## src/sv/fpa_pkg.sv

```systemverilog
// ----------------------------------------------------------------------------
// Fixed-point ALU package
// Opcodes, widths and the payload that travels along the divider chain.
// ----------------------------------------------------------------------------
package fpa_pkg;

  localparam int FRAC_BITS_DEF = 8;
  localparam int DATA_W        = 32;
  localparam int PROD_W        = 64;

  typedef enum logic [3:0] {
    OP_ADD      = 4'd0,
    OP_SUB      = 4'd1,
    OP_MUL      = 4'd2,
    OP_DIV      = 4'd3,
    OP_CMP      = 4'd4,
    OP_MIN      = 4'd5,
    OP_MAX      = 4'd6,
    OP_INC      = 4'd7,
    OP_DEC      = 4'd8,
    OP_TO_INT   = 4'd9,
    OP_FROM_INT = 4'd10
  } op_t;

  typedef struct packed {
    logic [3:0]        op;
    logic [DATA_W-1:0] res;
    logic              gt;
    logic              lt;
    logic              eq;
    logic              ovf;
    logic              dz;
    logic              a_pos;
    logic              a_neg;
    logic              q_neg;
    logic [PROD_W-1:0] prod;
  } pay_t;

endpackage

```

## src/sv/fpa_cell.sv

```systemverilog
// ----------------------------------------------------------------------------
// Fixed-point ALU divider cell
// One restoring division step per cell; the transaction payload rides along.
// ----------------------------------------------------------------------------
module fpa_cell #(
  parameter int NQ = 40
) (
  input  logic                      clk,
  input  logic                      rst_n,
  input  logic                      in_valid,
  input  fpa_pkg::pay_t             in_pay,
  input  logic [fpa_pkg::DATA_W-1:0] in_den,
  input  logic [fpa_pkg::DATA_W-1:0] in_rem,
  input  logic [NQ-1:0]             in_qn,
  output logic                      out_valid,
  output fpa_pkg::pay_t             out_pay,
  output logic [fpa_pkg::DATA_W-1:0] out_den,
  output logic [fpa_pkg::DATA_W-1:0] out_rem,
  output logic [NQ-1:0]             out_qn
);

  logic                       valid_r;
  fpa_pkg::pay_t              pay_r;
  logic [fpa_pkg::DATA_W-1:0] den_r;
  logic [fpa_pkg::DATA_W-1:0] rem_r;
  logic [fpa_pkg::DATA_W-1:0] rem_nxt;
  logic [NQ-1:0]              qn_r;
  logic [NQ-1:0]              qn_nxt;
  logic [fpa_pkg::DATA_W:0]   shifted;
  logic [fpa_pkg::DATA_W:0]   diff;

  always_comb begin
    shifted = {in_rem, in_qn[NQ-1]};
    diff    = shifted - {1'b0, in_den};
    if (shifted >= {1'b0, in_den}) begin
      rem_nxt = diff[fpa_pkg::DATA_W-1:0];
      qn_nxt  = {in_qn[NQ-2:0], 1'b1};
    end else begin
      rem_nxt = shifted[fpa_pkg::DATA_W-1:0];
      qn_nxt  = {in_qn[NQ-2:0], 1'b0};
    end
  end

  always_ff @(posedge clk) begin
    if (!rst_n) begin
      valid_r <= 1'b0;
    end else begin
      valid_r <= in_valid;
    end
    pay_r <= in_pay;
    den_r <= in_den;
    rem_r <= rem_nxt;
    qn_r  <= qn_nxt;
  end

  assign out_valid = valid_r;
  assign out_pay   = pay_r;
  assign out_den   = den_r;
  assign out_rem   = rem_r;
  assign out_qn    = qn_r;

endmodule

```

## config.mk

```make
export PLATFORM = sky130hd
export DESIGN_NAME = fpa_cell
export DESIGN_NICKNAME = d
export VERILOG_FILES = /design/src/sv/fpa_pkg.sv /design/src/sv/fpa_cell.sv
export SDC_FILE = /design/constraint.sdc
export NUM_CORES = 1
export LEC_CHECK = 0
export BUFFER_PORTS_ARGS = -buffer_cell sky130_fd_sc_hd__buf_4
export CORE_AREA = 2 2 165 167
export CTS_CLUSTER_DIAMETER = 150
export DETAILED_ROUTE_END_ITERATION = 8
export DIE_AREA = 0 0 167 169
export GPL_ROUTABILITY_DRIVEN = 0
export GPL_TIMING_DRIVEN = 0
export SETUP_SLACK_MARGIN = 0.4
export SYNTH_ARGS = -nofsm -noshare
export SYNTH_HDL_FRONTEND = slang
export SYNTH_SLANG_ARGS = --single-unit
```

## constraint.sdc

```tcl
create_clock -name clk -period 5.1 [get_ports clk]
set_clock_uncertainty 0.15 [all_clocks]
set_input_delay 0.255 -clock clk [delete_from_list [all_inputs] [get_ports clk]]
set_output_delay 0.255 -clock clk [all_outputs]
set_load 0.05 [all_outputs]
```

==> flow_summary.ini, run 1 <==
[status]
status = finished clean

[clock_tree]
cts.sinks = 213
cts_buffers = 25
clockBufferDepth = 3
clock-root-buffer = clkbuf_16
post-cts-setup-buffer-count = 0
path_clk_slew_ps = 60
post_cts_resized = 0
htreeDepth = 1
cts_tree = yes
hold_buffers = 214

[routing]
drt_pass1_iterations = 4
remaining_drc_errors = 0
drt_wl_total_um = 29500
antenna_left = 0
highest_layer = met4
met3_wirelength_um = 1960
met2_length_um = 15000
wl_met1_um = 11900
viasPerCell = 4.19
vias = 6650
wl_per_cell_um = 18.5
initialDrtViolationCount = 334

[logic_synthesis]
synthTopCellsByArea = dfxtp_1 66%, ha_1 6.2%, a21oi_1 4.3%
synth-async-reset-ratio_pct = 0
synth_sequential_area_ratio_pct = 65.8
synthCells = 559
synth_seq_cells = 213
synth_area_leader_cell = dfxtp_1
ys.flop_type = dfxtp_1
syn_area_per_cell_um2 = 11.6
synth_cell_type_count = 48
yosys_warnings = 0
synth_top_cell_area_share_pct = 65.8
synth_area_um2 = 6480
syn-num-nets = 807
synth-edff-count = 0

[worst_setup_path]
critPathCaptureType = register
endpoint = out_rem[29]
critical_path_class = in2reg
cpPeakStageDelay_ps = 570
slowest_stage = dlygate4sd3_1
crit_path_cell_trace = dlygate4sd3_1 > buf_4 > inv_1 > ha_1 > clkbuf_1 > nand4_1 > or4_1 > a21oi_1 > nor3_1 > a211oi_2 > o21ai_2 > o31ai_4 > buf_2 > o22ai_1 > dlygate4sd3_1
crit_start = in_den[12]
start_kind = input pin
worstPathMaxFanout = 10
cp_num_cells = 15
critPathBufInv = 6
cp.arrival_ps = 4400
crit_family = buffers and inverters
required_ps = 5360
cpMostUsedCell = dlygate4sd3_1

[timing]
max_freq_mhz = 241
relSlewSlack_pct = 56.6
min_period_over_period_pct = 81.2
timing.setup.tns_ps = 0
hold_viol_final = 0
fin_crit_ps = 4140
setup_viol = 0
drv_slew = 0
tightestPinTransition_ps = 648
rsz0062_at_grt = no

[worst_hold_path]
hp-start = in_pay[82]
hold_class = in2reg

[power]
power.total_uw = 5170
p_leak_uw = 0.00631
cellPowerDensity_nw_per_um2 = 391
vdd_drop_max_mv = 0.302

[floorplan]
ios = 428
core_area_um2 = 26500
fp.dieArea_um2 = 28200
die_h_um = 169
fp.dieW_um = 167
rows = 60
start_util_pct = 24.5

[placed_design]
dp_cells = 1327
dp_hpwl_um = 21200
io_buffers = 427

[cells_and_area]
fin_cells = 1589
seq_area_um2 = 4260
multiInputGateArea_um2 = 1980
nets = 1475
fill_cells = 2335
syn_to_final_growth_pct = 104
layout-drive-gt1-share_pct = 39.6

[global_route]
gr-usage-all-layers_pct = 19.9
grt_overflow_total = 0
grt_first_pass_wirelength_um = 42800
grt_max_degree = 14
grt_pass1_vias = 6976
antenna_found_initial = 2

[flow_run]
cap_violations = 0
[worst min path at each step]
stage                   to  cells after the start
3_3_place_gp   out_pay[60]                      1
2_1_floorplan   out_den[0]                      0
5_1_grt        out_pay[86]                      2
4_1_cts        out_pay[95]                      2
6_report       out_pay[82]                      2
3_5_place_dp    out_qn[26]                      1
[sequential cells by signal, indices dropped and copies added, names as in the netlist]
signal	count
out_den	32
out_pay	108
out_rem	32
out_valid	1
out_qn	40
[synthesized netlist by cell type, drive strengths merged (2+ instances only)]
master   instances
o21bai           3
ha              32
nand3            8
nor3             2
a211oi           4
nand2b           3
nor4             4
dfxtp          213
a21o            12
nor2b            3
xor2            12
nand2           26
o21ai           18
a2bb2oi          2
buf             11
or4              2
o31ai            2
o211ai           4
o22ai            2
and4             2
nor2            35
clkbuf           7
xnor2           15
a31oi            5
inv             38
a21oi           56
nand4            8
mux2            10
o21a             6
and2             3
[cell families after synthesis]
logic type,after synthesis,synth area share (%)
flops,213,65.8
compound gates,119,11.3
simple gates,100,7.28
buf+inv,56,3.59
fa+ha+maj,33,6.49
xor+xnor,27,3.65
mux,11,1.89
[stage by stage]
step	hold slack [ps]	utilization [%]	setup WS, ps	instance area [um2]
floorplan	133	-	2060	6480
global placement	210	38.2	1250	10100
detailed placement	210	38.2	1290	10100
CTS	200	49.8	921	13200
global route	209	49.8	672	13200
finish	237	49.8	957	13200
[cells in the final DEF (no fill, tap or decap), types with 12 or more instances in the layout]
cell type        n
nand2_1         26
xnor2_1         15
nor2_1          35
a21o_1          12
a21oi_1         56
xor2_1          12
dfxtp_1        213
ha_1            32
clkbuf_16       25
buf_4          430
o21ai_0         16
inv_1           38
dlygate4sd3_1  214
[cell type report]
class | count | share of cell area [%]
clock buffers | 33 | 5.49
plain buffers | 18 | 0.682
inverters | 38 | 1.08
multi-input cells | 290 | 15.0
clock inverters | 13 | 1.70
well taps | 341 | 3.23
flip-flops and latches | 213 | 32.3
repair buffers | 641 | 40.5
diodes | 2 | 0.0379
[metal layers]
layer / track usage (%) / vias to the layer above
met5: 0 / -
met4: 4.54 / 0
met3: 5.14 / 39
met2: 36.0 / 251
met1: 23.7 / 3128
li1: - / 3232
[report_power, final]
| part | internal, uW | switching [uW] |
|---|---|---|
| clock network | 1300 | 726 |
| registers | 1800 | 39.7 |
| logic | 503 | 798 |
| total | 3600 | 1560 |
(Power assumes the default switching activity.)
==> inputs of run 2 (changes only) <==
ABC_AREA = 1   (was unset)
CORE_AREA = 2 2 168 170   (was 2 2 165 167)
DIE_AREA = 0 0 170 172   (was 0 0 167 169)
clock period = 4.35 ns   (was 5.1 ns; I/O delays follow)
==> flow_summary.ini, run 2 <==
[worst_setup_path]
crit_start = in_den[0]
cp.arrival_ps = 2730
worstPathMaxFanout = 3
critical_path_class = in2reg
critPathCaptureType = register
required_ps = 4610
start_kind = input pin

[global_route]
grt_first_pass_wirelength_um = 46300
gr-usage-all-layers_pct = 21.1
grt_max_degree = 14
grt_pass1_vias = 7907
antenna_found_initial = 6
grt_overflow_total = 0

[placed_design]
dp_hpwl_um = 25000
postPlaceCellArea_um2 = 11000
io_buffers = 427

[timing]
tightestPinTransition_ps = 393
setup_viol = 0
hold_viol_final = 0
hold_slack_ps = 182
fin_crit_ps = 2470
relSlewSlack_pct = 73.6
min_period_over_period_pct = 56.8
timing.setup.tns_ps = 0
max_freq_mhz = 405
rsz0062_at_grt = no
drv_slew = 0

[logic_synthesis]
synth_area_um2 = 7380
syn-num-nets = 1113
synth-async-reset-ratio_pct = 0
syn_area_per_cell_um2 = 8.53
synth-edff-count = 0
synth_common_cells = 298 x nand2_1, 213 x dfxtp_1, 151 x inv_1
synth.most_common_cell = nand2_1
synth_cell_type_count = 27
yosys_warnings = 0
synth_top_cell_area_share_pct = 57.8
synth_area_leader_cell = dfxtp_1
synthCells = 865
ys.flop_type = dfxtp_1
synth_seq_cells = 213
synth_sequential_area_ratio_pct = 57.8
synthTopCellsByArea = dfxtp_1 58%, nand2_1 15%, inv_1 7.7%

[routing]
antenna_left = 0
initialDrtViolationCount = 379
vias = 7846
drt_pass1_iterations = 5
remaining_drc_errors = 0
viasPerCell = 4.14
drt_wl_total_um = 32800
wl_per_cell_um = 17.3

[floorplan]
core_area_um2 = 27500
fp.dieW_um = 170
rows = 61
start_util_pct = 26.9
fp.dieArea_um2 = 29200
die_h_um = 172
ios = 428

[cells_and_area]
final_cell_mix = 427 x buf_4, 298 x nand2_1, 213 x dlygate4sd3_1, 213 x dfxtp_1, 151 x inv_1
syn_to_final_growth_pct = 89.5
utilization_pct = 50.9
largest_register_ffs = 108
nets = 1779
design_area_um2 = 14000
fill_cells = 2530
mostFrequentLayoutCell = buf_4
layout-drive-gt1-share_pct = 32.3

[clock_tree]
clock-root-buffer = clkbuf_16
cts_tree = yes
path_clk_slew_ps = 60
htreeDepth = 1
cts_buffers = 24
clockBufferDepth = 3
cts.sinks = 213

[status]
status = finished clean

[power]
cellPowerDensity_nw_per_um2 = 418
vdd_drop_max_mv = 0.285
p_leak_uw = 0.00732

[worst_hold_path]
hp-start = in_pay[80]
hold_class = in2reg
hold_path_depth = 2

[flow_run]
cap_violations = 0
==> run 2: area by class of cell <==
class	instances	area, um2	area share (%)
Multi-Input combinational cell	492	2470	17.6
Clock buffer	31	657	4.70
Tap cell	346	433	3.09
Buffer	7	72.6	0.519
Clock inverter	11	175	1.25
Inverter	153	577	4.12
Sequential cell	213	4260	30.5
Timing Repair Buffer	640	5340	38.2
Antenna cell	2	5.00	0.0358
==> run 2: metal layers <==
layer,GRT usage (%),up-vias,routed length [um]
met5,0,-,37
met4,7.99,6,1280
met3,4.90,64,2080
met2,37.6,275,16100
met1,24.8,3567,13300
li1,-,3934,-
==> run 2: repair_timing <==
item                                   4_1_cts  5_1_grt
hold buffers                               213        0
buffers inserted                             0        0
endpoints found under the hold margin      212        0
resized for setup                            0        0
==> run 2: per-stage QoR <==
stage / power [uW] / cells / setup slack (ps)
2_1_floorplan: 3050 / 865 / 2530
3_3_place_gp: 3580 / 1638 / 1970
3_5_place_dp: 3590 / 1638 / 1950
5_1_grt: 6100 / 1895 / 1750
6_report: 5850 / 1895 / 1880
4_1_cts: 5910 / 1893 / 1890
==> run 2: path summary, 6_finish.rpt <==
| check | slack (ps) | endpoint |
|---|---|---|
| setup / recovery | 1880 | out_rem[24] |
| hold / removal | 180 | out_pay[80] |
==> run 2: critical path: stages <==
cell,delay [ps]
dlygate4sd3_1,570
buf_4,150
ha_1,240
fa_1,410
inv_1,140
nand3_1,90
nand3_1,170
nand2_1,80
nand3_1,220
nand2_1,110
nand3_1,90
nand2_1,50
nand3_1,120
nand2_1,70
==> run 2: logic make-up (layout without fill, tap and decap cells) <==
family / count (synthesis) / after routing / synth area share, %
simple gates: 420 / 420 / 24.3
flops: 213 / 213 / 57.8
buf+inv: 160 / 842 / 8.80
fa+ha+maj: 33 / 33 / 5.69
compound gates: 25 / 25 / 1.76
xor+xnor: 14 / 14 / 1.66
other cells: 0 / 2 / 0
==> run 2: where the power goes <==
part	total, uW	switching [uW]	internal (uW)
sequential	2140	43.0	2100
combinational	1570	992	581
clock	2140	834	1300
